`src/assert_macros.svh`:
```
// Assertion macros shared by the list editor RTL.
// Each macro checks on the rising edge of clk and is disabled during reset.
`ifndef ASSERT_MACROS_SVH
`define ASSERT_MACROS_SVH

// The property must hold at every clock edge outside reset.
`define ASSERT_ALWAYS(label, prop, msg) \
    label: assert property (@(posedge clk) disable iff (!rst_n) (prop)) else $error(msg);

// The antecedent implies the consequent in the following cycle.
`define ASSERT_NEXT(label, ante, cons, msg) \
    label: assert property (@(posedge clk) disable iff (!rst_n) (ante) |=> (cons)) \
        else $error(msg);

`endif

```
`src/ple_pkg.sv`:
```
// Shared types and constants for the positional list editor.
// Used by ple_cell, ple_select and positional_list_editor; depends on nothing.
package ple_pkg;

    localparam int LIST_DEPTH  = 256;
    localparam int POINT_RANGE = 256;
    localparam int MIN_COUNT   = 2;

    localparam int POS_W   = 8;
    localparam int VAL_W   = 8;
    localparam int IDX_W   = $clog2(LIST_DEPTH);
    localparam int CNT_W   = $clog2(LIST_DEPTH + 1);
    localparam int CMP_W   = (CNT_W > POS_W) ? CNT_W : POS_W;

    localparam int GROUP_SIZE = 16;
    localparam int GRP_LO_W   = $clog2(GROUP_SIZE);
    localparam int NUM_GROUPS = (LIST_DEPTH + GROUP_SIZE - 1) / GROUP_SIZE;

    typedef enum logic [1:0] {
        KIND_REPLACE = 2'd0,
        KIND_INSERT  = 2'd1,
        KIND_REMOVE  = 2'd2,
        KIND_READ    = 2'd3
    } kind_t;

    typedef enum logic [1:0] {
        ST_OK    = 2'd0,
        ST_FULL  = 2'd1,
        ST_MIN   = 2'd2,
        ST_RANGE = 2'd3
    } status_t;

    typedef enum logic [1:0] {
        CELL_HOLD   = 2'd0,
        CELL_WRITE  = 2'd1,
        CELL_INSERT = 2'd2,
        CELL_REMOVE = 2'd3
    } cell_op_t;

    typedef struct packed {
        cell_op_t           op;
        logic [POS_W-1:0]   pos;
        logic [VAL_W-1:0]   val;
    } cell_ctl_t;

endpackage

```
`src/ple_cell.sv`:
```
// One storage cell of the list: holds a single entry and trades it with its neighbors.
// Depends on ple_pkg for the control struct and widths.
module ple_cell
(
    input  logic                      clk,
    input  logic                      rst_n,
    input  ple_pkg::cell_ctl_t        ctl,
    input  logic [ple_pkg::IDX_W-1:0] index,
    input  logic [ple_pkg::VAL_W-1:0] left,
    input  logic [ple_pkg::VAL_W-1:0] right,
    output logic [ple_pkg::VAL_W-1:0] value
);

    logic [ple_pkg::VAL_W-1:0] value_reg;
    logic [ple_pkg::VAL_W-1:0] value_next;
    logic [ple_pkg::CMP_W-1:0] my_idx;
    logic [ple_pkg::CMP_W-1:0] tgt_idx;

    assign my_idx  = ple_pkg::CMP_W'(index);
    assign tgt_idx = ple_pkg::CMP_W'(ctl.pos);

    always_comb
    begin
        value_next = value_reg;
        case (ctl.op)
            ple_pkg::CELL_WRITE:
            begin
                if (my_idx == tgt_idx)
                begin
                    value_next = ctl.val;
                end
            end
            ple_pkg::CELL_INSERT:
            begin
                if (my_idx == tgt_idx)
                begin
                    value_next = ctl.val;
                end
                else if (my_idx > tgt_idx)
                begin
                    value_next = left;
                end
            end
            ple_pkg::CELL_REMOVE:
            begin
                if (my_idx >= tgt_idx)
                begin
                    value_next = right;
                end
            end
            default:
            begin
                value_next = value_reg;
            end
        endcase
    end

    always_ff @(posedge clk or negedge rst_n)
    begin
        if (!rst_n)
        begin
            value_reg <= '0;
        end
        else
        begin
            value_reg <= value_next;
        end
    end

    assign value = value_reg;

endmodule

```
`config.mk`:
```
export PLATFORM = sky130hd
export DESIGN_NAME = ple_cell
export DESIGN_NICKNAME = d
export VERILOG_FILES = /design/src/assert_macros.svh /design/src/ple_pkg.sv /design/src/ple_cell.sv
export SDC_FILE = /design/constraint.sdc
export NUM_CORES = 1
export LEC_CHECK = 0
export BUFFER_PORTS_ARGS = -buffer_cell sky130_fd_sc_hd__buf_2
export CAP_MARGIN = 20
export CORE_MARGIN = 2
export CORE_UTILIZATION = 25
export CTS_CLUSTER_DIAMETER = 80
export CTS_CLUSTER_SIZE = 8
export DETAILED_ROUTE_END_ITERATION = 7
export GPL_TIMING_DRIVEN = 0
export PLACE_DENSITY = 0.62
export SETUP_SLACK_MARGIN = 0.3
export SYNTH_ARGS = -nofsm -noshare
export SYNTH_HDL_FRONTEND = slang
export SYNTH_SLANG_ARGS = --single-unit
```
`constraint.sdc`:
```
create_clock -name clk -period 0.95 [get_ports clk]
set_input_delay 0.0475 -clock clk [delete_from_list [all_inputs] [get_ports clk]]
set_output_delay 0.0475 -clock clk [all_outputs]
set_load 0.1 [all_outputs]
```
; Word level (Yosys, flattened, before mapping)
; Cells that the tools add are included.
[op_classes]
magnitude_cmp = 2
eq_ne = 7
n_mux = 5
n_reduce_logical = 2
[ops]
columns = operator, n
row1 = 8-bit 2-to-1 mux, 4
row2 = 8-bit case mux with 3 select lines, 1
row3 = 8-bit == test, 1
row4 = 8-bit greater-or-equal comparator, 1
row5 = 8-bit > comparator, 1
row6 = "2-bit == test, second input constant", 2
row7 = "2-bit inequality test, second input constant", 2
row8 = 4-bit AND reduction, 1
row9 = "3-bit inequality test, second input constant", 1
row10 = 3-bit nonzero test, 1
row11 = "2-bit by 1-bit == test with 1-bit output, second input constant", 1
[word_totals]
regBits = 8
in_bits = 44
out_inout_bits = 8
word_cells = 17

; Logic depth before layout (Yosys ltp)
; Gate-level depths: netlist of run 1.
[logic_depth]
ltp_word = 4
depth_mapped = 7
ltp_nobuf = 7

; Least setup slack after synthesis of run 1
; OpenSTA, ideal clock, no wires.
[synth_path]
kind = input to register
startpoint = in ctl[13] (netlist bit)
endpoint = reg value_reg (netlist bit value[0])
arrival_ps = 1485
required_time_ps = 825
setup_slack_ps = -660
cell_stages = 7
n_path_buf = 0
cell_sequence = inv_1 ha_1 nand4_2 nor2_8 a21oi_2 a31oi_4 mux2_2
[synth_via]
elab_chain_len = 3
word_cells_on_any_way = 9
classes_between = 2 x order compare / 4 x eq/ne / 2 x mux / 1 x reduce/logical
[synth_rtl]
columns = item, line
row1 = "start, declared", ple_cell.sv:7  ; input ple_pkg::cell_ctl_t ctl,
row2 = "8-bit > comparator, or another cell as far along", ple_cell.sv:39  ; else if (my_idx > tgt_idx)
row3 = "3-bit inequality test (no line), or another cell as far along", n/a
row4 = 4-bit AND reduction (no line) / 8-bit case mux with 3 select lines (equally long branches), n/a
row5 = "end signal, assigned", ple_cell.sv:66  ; value_reg <= value_next;
row6 = "end, declared", ple_cell.sv:14  ; logic [ple_pkg::VAL_W-1:0] value_reg;
; Parallel ways exist; a longest one is shown, timed or not.
; A chain may end at the register's enable or synchronous reset.

; Final worst setup path of run 1
[layout_path]
startpoint = in index[2] (netlist bit)
endpoint = reg value_reg (netlist bit value[7])
[layout_via]
elab_chain_len = 3
word_cells_on_any_way = 9
classes_between = 2 x order compare / 4 x eq/ne / 2 x mux / 1 x reduce/logical
[layout_rtl]
columns = item, line
row1 = "start, declared", ple_cell.sv:8  ; input logic [ple_pkg::IDX_W-1:0] index,
row2 = "8-bit > comparator, or another cell as far along", ple_cell.sv:39
row3 = "3-bit inequality test (no line), or another cell as far along", n/a
row4 = 4-bit AND reduction (no line) / 8-bit case mux with 3 select lines (equally long branches), n/a
; Parallel ways exist; a longest one is shown, timed or not.

==> results.toml, run 1 <==
[status]
run_status = "finished, violations left"
violations_in_the_final_reports = "negative setup slack"

[synthesis]
synth_mux_area_frac = 0.220
synth.ff_latch_count = 8
netlist.area_leader.share = 0.259
yosysWarningCount = 0
synth-async-reset-ratio = 1.00
post_synth_xor_area_fraction = 0
synth_edf_count = 0
synth.top_cells.by_area = "dfrtp_1 (26%), ha_1 (13%), mux2_2 (12%)"
synth-seq-area-share = 0.259
synth_top_family_by_area = "multiplexers"
synth_compound_gate_area_share = 0.188
synth_top_flop_cell = "dfrtp_1"
synth_fa_ha_area_frac = 0.129
area_fraction_in_and_or_nand_and_nor_cells_after_synthesis = 0.154
synthDistinctLibCells = 20
avgSynthCellArea_um2 = 9.67
mappedNetlistNets = 132
postSynthCellCount = 80
synth_largest_area_cell = "dfrtp_1"
synth.cell_area_um2 = 773

[floorplan]
core_area_um2 = 3000
std_cell_rows = 20
die_y_extent_um = 59.6
num_io_pins = 52
starting_density_of_the_core = 0.258
total_die_area_um2 = 3550
dieWidth_um = 59.6

[drt]
via_count = 812
routed_length_on_met1_um = 860
routed-wl-met2_um = 1120
routed_wl_per_cell_um = 12.4
drt_drc_violations_left = 0
top_signal_layer_used = "met4"
first_iter_violations = 24
met3RoutedLength_um = 111
vias_per_cell = 4.75
antenna_violating_nets_post_route = 0
detailedRoute.firstPassIterationCount = 4
route.final.wire_length_um = 2110

[layout]
layout-area-overhead-vs-synth_pct = 93.4
most-common-layout-cells = "buf_2 (40), a21oi_1 (10), buf_12 (10)"
flip_flop_count_of_the_largest_register_all_copies_and_words_added = 8
post_route_cells_drive_above_1_share = 0.696
num-nets-final = 192
antenna_cells_inserted = 0
mostFrequentLayoutCell = "buf_2"

[worst_setup_path]
critPathArrivalTime_ns = 1.48
critPathLaunchType = "primary input"
worst_setup_path_end_kind = "register"
crit-reg2reg-launch = "value[7]"
r2r_setup_slack_ns = 0.07
critPathMaxFanout = 8
worstSetupPathType = "in2reg"
critPathLaunch = "index[2]"
critical_path.max_stage_delay_ns = 0.30
critical_path_required_ns = 1.08
worst_path_max_delay_cell = "mux2_4"
crit_chain = "buf_2, ha_4, nand4_4, nor2_8, a21oi_4, a31oi_4, buf_12, mux2_4"

[clock_tree]
cts_num_sinks = 8
clock_insertion_delay_at_the_later_pin_of_the_skew_report_ns = 0.25
cts_inserted_buffers = 3
cts.root.buffer_cell = "clkbuf_4"
tritoncts = "yes"
htree_num_levels = 1
cts_buffer_depth = 2
clk_pin_slew_ns = 0.05

[sta]
final-max-slew-violation-count = 0
worst_slew_margin_rel = 0.636
rsz0062_at_grt = "yes"
fin_ws_ns = -0.393
final_min_period_over_clock_period = 1.41
endpoints_failing_hold = 0
setup_total_negative_slack_ns = -3.19
setup_violations = 16
min_period_ns = 1.34
tightest_slew_ns = 0.546
hold_ws_ns = 0.144
max_frequency_ghz = 0.744
fin_skew_ns = 0

[place]
dp.final_hpwl_um = 1740
globalplace.congestion = 0.716
buffer_ports.inserted = 51
place_ws_ns = -0.944

[global_routing]
via_count_of_the_first_global_routing_pass = 814
antenna_violations_before_repair = 0
grt.total_usage = 0.127
gr-total-overflow = 0
maximum_number_of_pins_on_one_net_before_global_route_repair = 11
global_route_wire_length_before_repair_um = 3430

[power_and_ir_drop]
leakage_uw = 0.000664
design_power_total_uw = 2560
irDropWorstVdd_uv = 578
cellPowerDensity_nw_per_um2 = 1710

[min_path]
min-delay-start = "right[3]"
hold_path_class = "in2reg"

[job]
max-cap-violations = 0
==> cell families after synthesis <==
family                   count (synthesis)
AO/OA/AOI/OAI                           23
multiplexers                            16
AND/OR/NAND/NOR                         15
buffers and inverters                   10
adder cells (fa/ha/maj)                  8
flip-flops                               8
==> synth_stat cells, drive strengths merged, types with 2 or more instances <==
| cell | instances |
|---|---|
| nand4 | 2 |
| o21ai | 8 |
| a21oi | 11 |
| dfrtp | 8 |
| ha | 8 |
| inv | 8 |
| mux2 | 8 |
| mux2i | 8 |
| nor2b | 9 |
| clkbuf | 2 |
==> layout make-up <==
| type | instances | area, um^2 |
|---|---|---|
| fill | 260 | 1510 |
| tap | 33 | 41.3 |
| sequential | 8 | 230 |
| multi-input combinational | 62 | 697 |
| inverter | 8 | 40.0 |
| timing repair buffer | 55 | 455 |
| clock buffer | 3 | 22.5 |
| buffer | 2 | 8.76 |
==> routing by layer <==
| metal | global-route usage | vias to the layer above |
|---|---|---|
| li1 | - | 406 |
| met1 | 0.145 | 366 |
| met2 | 0.234 | 36 |
| met3 | 0.0197 | 4 |
| met4 | 0.0476 | 0 |
| met5 | 0 | - |
==> repair_timing <==
item                                    CTS  global route
setup buffers                             3             0
cloned                                    0             0
endpoints found under the hold margin     8             0
hold buffers                              1             0
endpoints found under the setup margin   16            16
resized for setup                        35             6
pin swaps                                 6             5
==> report_power, final <==
| part | internal [uW] | switching [uW] |
|---|---|---|
| Sequential | 501 | 114 |
| Clock | 144 | 112 |
| Combinational | 718 | 970 |
==> worst max-delay path: cells and delay by family <==
kind | cells | cell delay (ns)
buf+inv | 2 | 0.27
fa+ha+maj | 1 | 0.27
mux | 1 | 0.30
simple gates | 2 | 0.33
compound gates | 2 | 0.25
==> per-stage QoR <==
step                      instance area, um^2  utilization  std cells
after floorplan                           956            -         80
after global placement                   1250        0.417        164
after detailed placement                 1250        0.417        164
after CTS                                1470        0.491        171
after global routing                     1500        0.498        171
final                                    1500        0.498        171
==> final timing paths <==
check / endpoint / cells after the start
setup reg to reg: value[7] / 1
setup / recovery: value[7] / 8
hold / removal: value[3] / 4
max in group asynchronous: value[0] / 2
min in group asynchronous: value[4] / 2
hold reg to reg: value[0] / 1
(Power assumes the default switching activity.)
==> run 2, diff against run 1 <==
--- a/config.mk
+++ b/config.mk
@@ -7,6 +7,7 @@
 export LEC_CHECK = 0
 export BUFFER_PORTS_ARGS = -buffer_cell sky130_fd_sc_hd__buf_2
 export CAP_MARGIN = 20
+export CORE_ASPECT_RATIO = 0.8
 export CORE_MARGIN = 2
 export CORE_UTILIZATION = 25
 export CTS_CLUSTER_DIAMETER = 80
@@ -15,6 +16,7 @@
 export GPL_TIMING_DRIVEN = 0
 export PLACE_DENSITY = 0.62
 export SETUP_SLACK_MARGIN = 0.3
+export SKIP_CTS_REPAIR_TIMING = 1
 export SYNTH_ARGS = -nofsm -noshare
 export SYNTH_HDL_FRONTEND = slang
 export SYNTH_SLANG_ARGS = --single-unit
==> results.toml, run 2 (synthesized netlist as in run 1, its figures left out) <==
[global_routing]
maximum_number_of_pins_on_one_net_before_global_route_repair = 11
via_count_of_the_first_global_routing_pass = 845
global_route_wire_length_before_repair_um = 3570
gr-total-overflow = 0
grt.total_usage = 0.136
antenna_violations_before_repair = 0

[sta]
endpoints_failing_hold = 0
setup_violations = 8
fin_ws_ns = -0.470
final-max-slew-violation-count = 0
fin_skew_ns = 0
tightest_slew_ns = 0.559
rsz0062_at_grt = "yes"
min_period_ns = 1.42
final_min_period_over_clock_period = 1.49
max_frequency_ghz = 0.704
worst_slew_margin_rel = 0.628

[floorplan]
die_y_extent_um = 53.7
starting_density_of_the_core = 0.256
core_area_um2 = 3020
dieWidth_um = 66.2
num_io_pins = 52
total_die_area_um2 = 3560
std_cell_rows = 18

[worst_setup_path]
worstSetupPathType = "in2reg"
worst_setup_path_end_kind = "register"
critPathLaunchType = "primary input"
critical_path_required_ns = 1.06
critPathMaxFanout = 8
critPathArrivalTime_ns = 1.53
r2r_setup_slack_ns = 0.07
ff_to_ff_path_depth = 1

[drt]
routed_wl_per_cell_um = 12.2
antenna_violating_nets_post_route = 0
first_iter_violations = 14
via_count = 811
vias_per_cell = 4.48
detailedRoute.firstPassIterationCount = 4
route.final.wire_length_um = 2210
drt_drc_violations_left = 0

[layout]
num-nets-final = 195
post_route_cells_drive_above_1_share = 0.702
flip_flop_count_of_the_largest_register_all_copies_and_words_added = 8
final_core_occ = 0.519
mostFrequentLayoutCell = "buf_2"
antenna_cells_inserted = 0
nFillCells = 289
most-common-layout-cells = "buf_2 (38), a21oi_1 (10), buf_12 (10)"
layout-area-overhead-vs-synth_pct = 103

[place]
globalplace.congestion = 0.731
buffer_ports.inserted = 51
dp.final_hpwl_um = 1830

[clock_tree]
clock_insertion_delay_at_the_later_pin_of_the_skew_report_ns = 0.23
cts.root.buffer_cell = "clkbuf_8"
htree_num_levels = 1
cts_num_sinks = 8
cts_buffer_depth = 2
clk_pin_slew_ns = 0.04
tritoncts = "yes"
cts_inserted_buffers = 3

[power_and_ir_drop]
cellPowerDensity_nw_per_um2 = 1740
leakage_uw = 0.000689
irDropWorstVdd_uv = 1170
design_power_total_uw = 2720

[status]
violations_in_the_final_reports = "negative setup slack"
run_status = "finished, violations left"

[min_path]
min_path_cells = 4
hold_path_class = "in2reg"

[job]
max-cap-violations = 0
## run 2: report_power, final
group | total (uW) | internal [uW] | switching [uW]
sequential | 616 | 503 | 113
clock | 401 | 274 | 128
combinational | 1700 | 730 | 975
## run 2: path summary, 6_finish.rpt
kind	endpoint	from
min	value[3]	right[3]
min in group asynchronous	value[3]	rst_n
max reg2reg	value[4]	value[4]
max	value[4]	ctl[9]
max in group asynchronous	value[0]	rst_n
min reg2reg	value[1]	value[1]
## run 2: through the flow
| step | hold WS, ns | std cells | cell area, um^2 | worst slack, ns | TNS [ns] |
|---|---|---|---|---|---|
| 2_1_floorplan | -0.248 | 80 | 956 | -0.601 | -4.81 |
| 4_1_cts | -0.345 | 174 | 1300 | -0.670 | -6.46 |
| 3_5_place_dp | -0.105 | 171 | 1260 | -0.906 | -7.20 |
| 3_3_place_gp | -0.105 | 171 | 1260 | -0.880 | -7.02 |
| 5_1_grt | 0.203 | 181 | 1570 | -0.522 | -4.15 |
| 6_report | 0.185 | 181 | 1570 | -0.470 | -3.71 |
## run 2: final cells by class
cell class	instances	area [um^2]	area share
Clock buffer	3	41.3	0.0264
Buffer	2	8.76	0.00559
Timing Repair Buffer	58	490	0.313
Sequential cell	8	230	0.147
Multi-Input combinational cell	62	706	0.450
Inverter	8	40.0	0.0256
Tap cell	40	50.0	0.0319
## run 2: routing by layer
layer,track usage,part of all wire,up-vias
li1,-,-,409
met1,0.157,0.42,367
met2,0.238,0.48,32
met3,0.0502,0.093,3
met4,0.0408,0.0045,0
met5,0,0,-
## run 2: critical path, cell delays in order
cell      delay, ns
buf_6          0.07
inv_4          0.03
ha_4           0.26
nor2b_4        0.12
o211ai_1       0.12
a31o_4         0.27
a31oi_4        0.15
buf_12         0.16
mux2_4         0.30
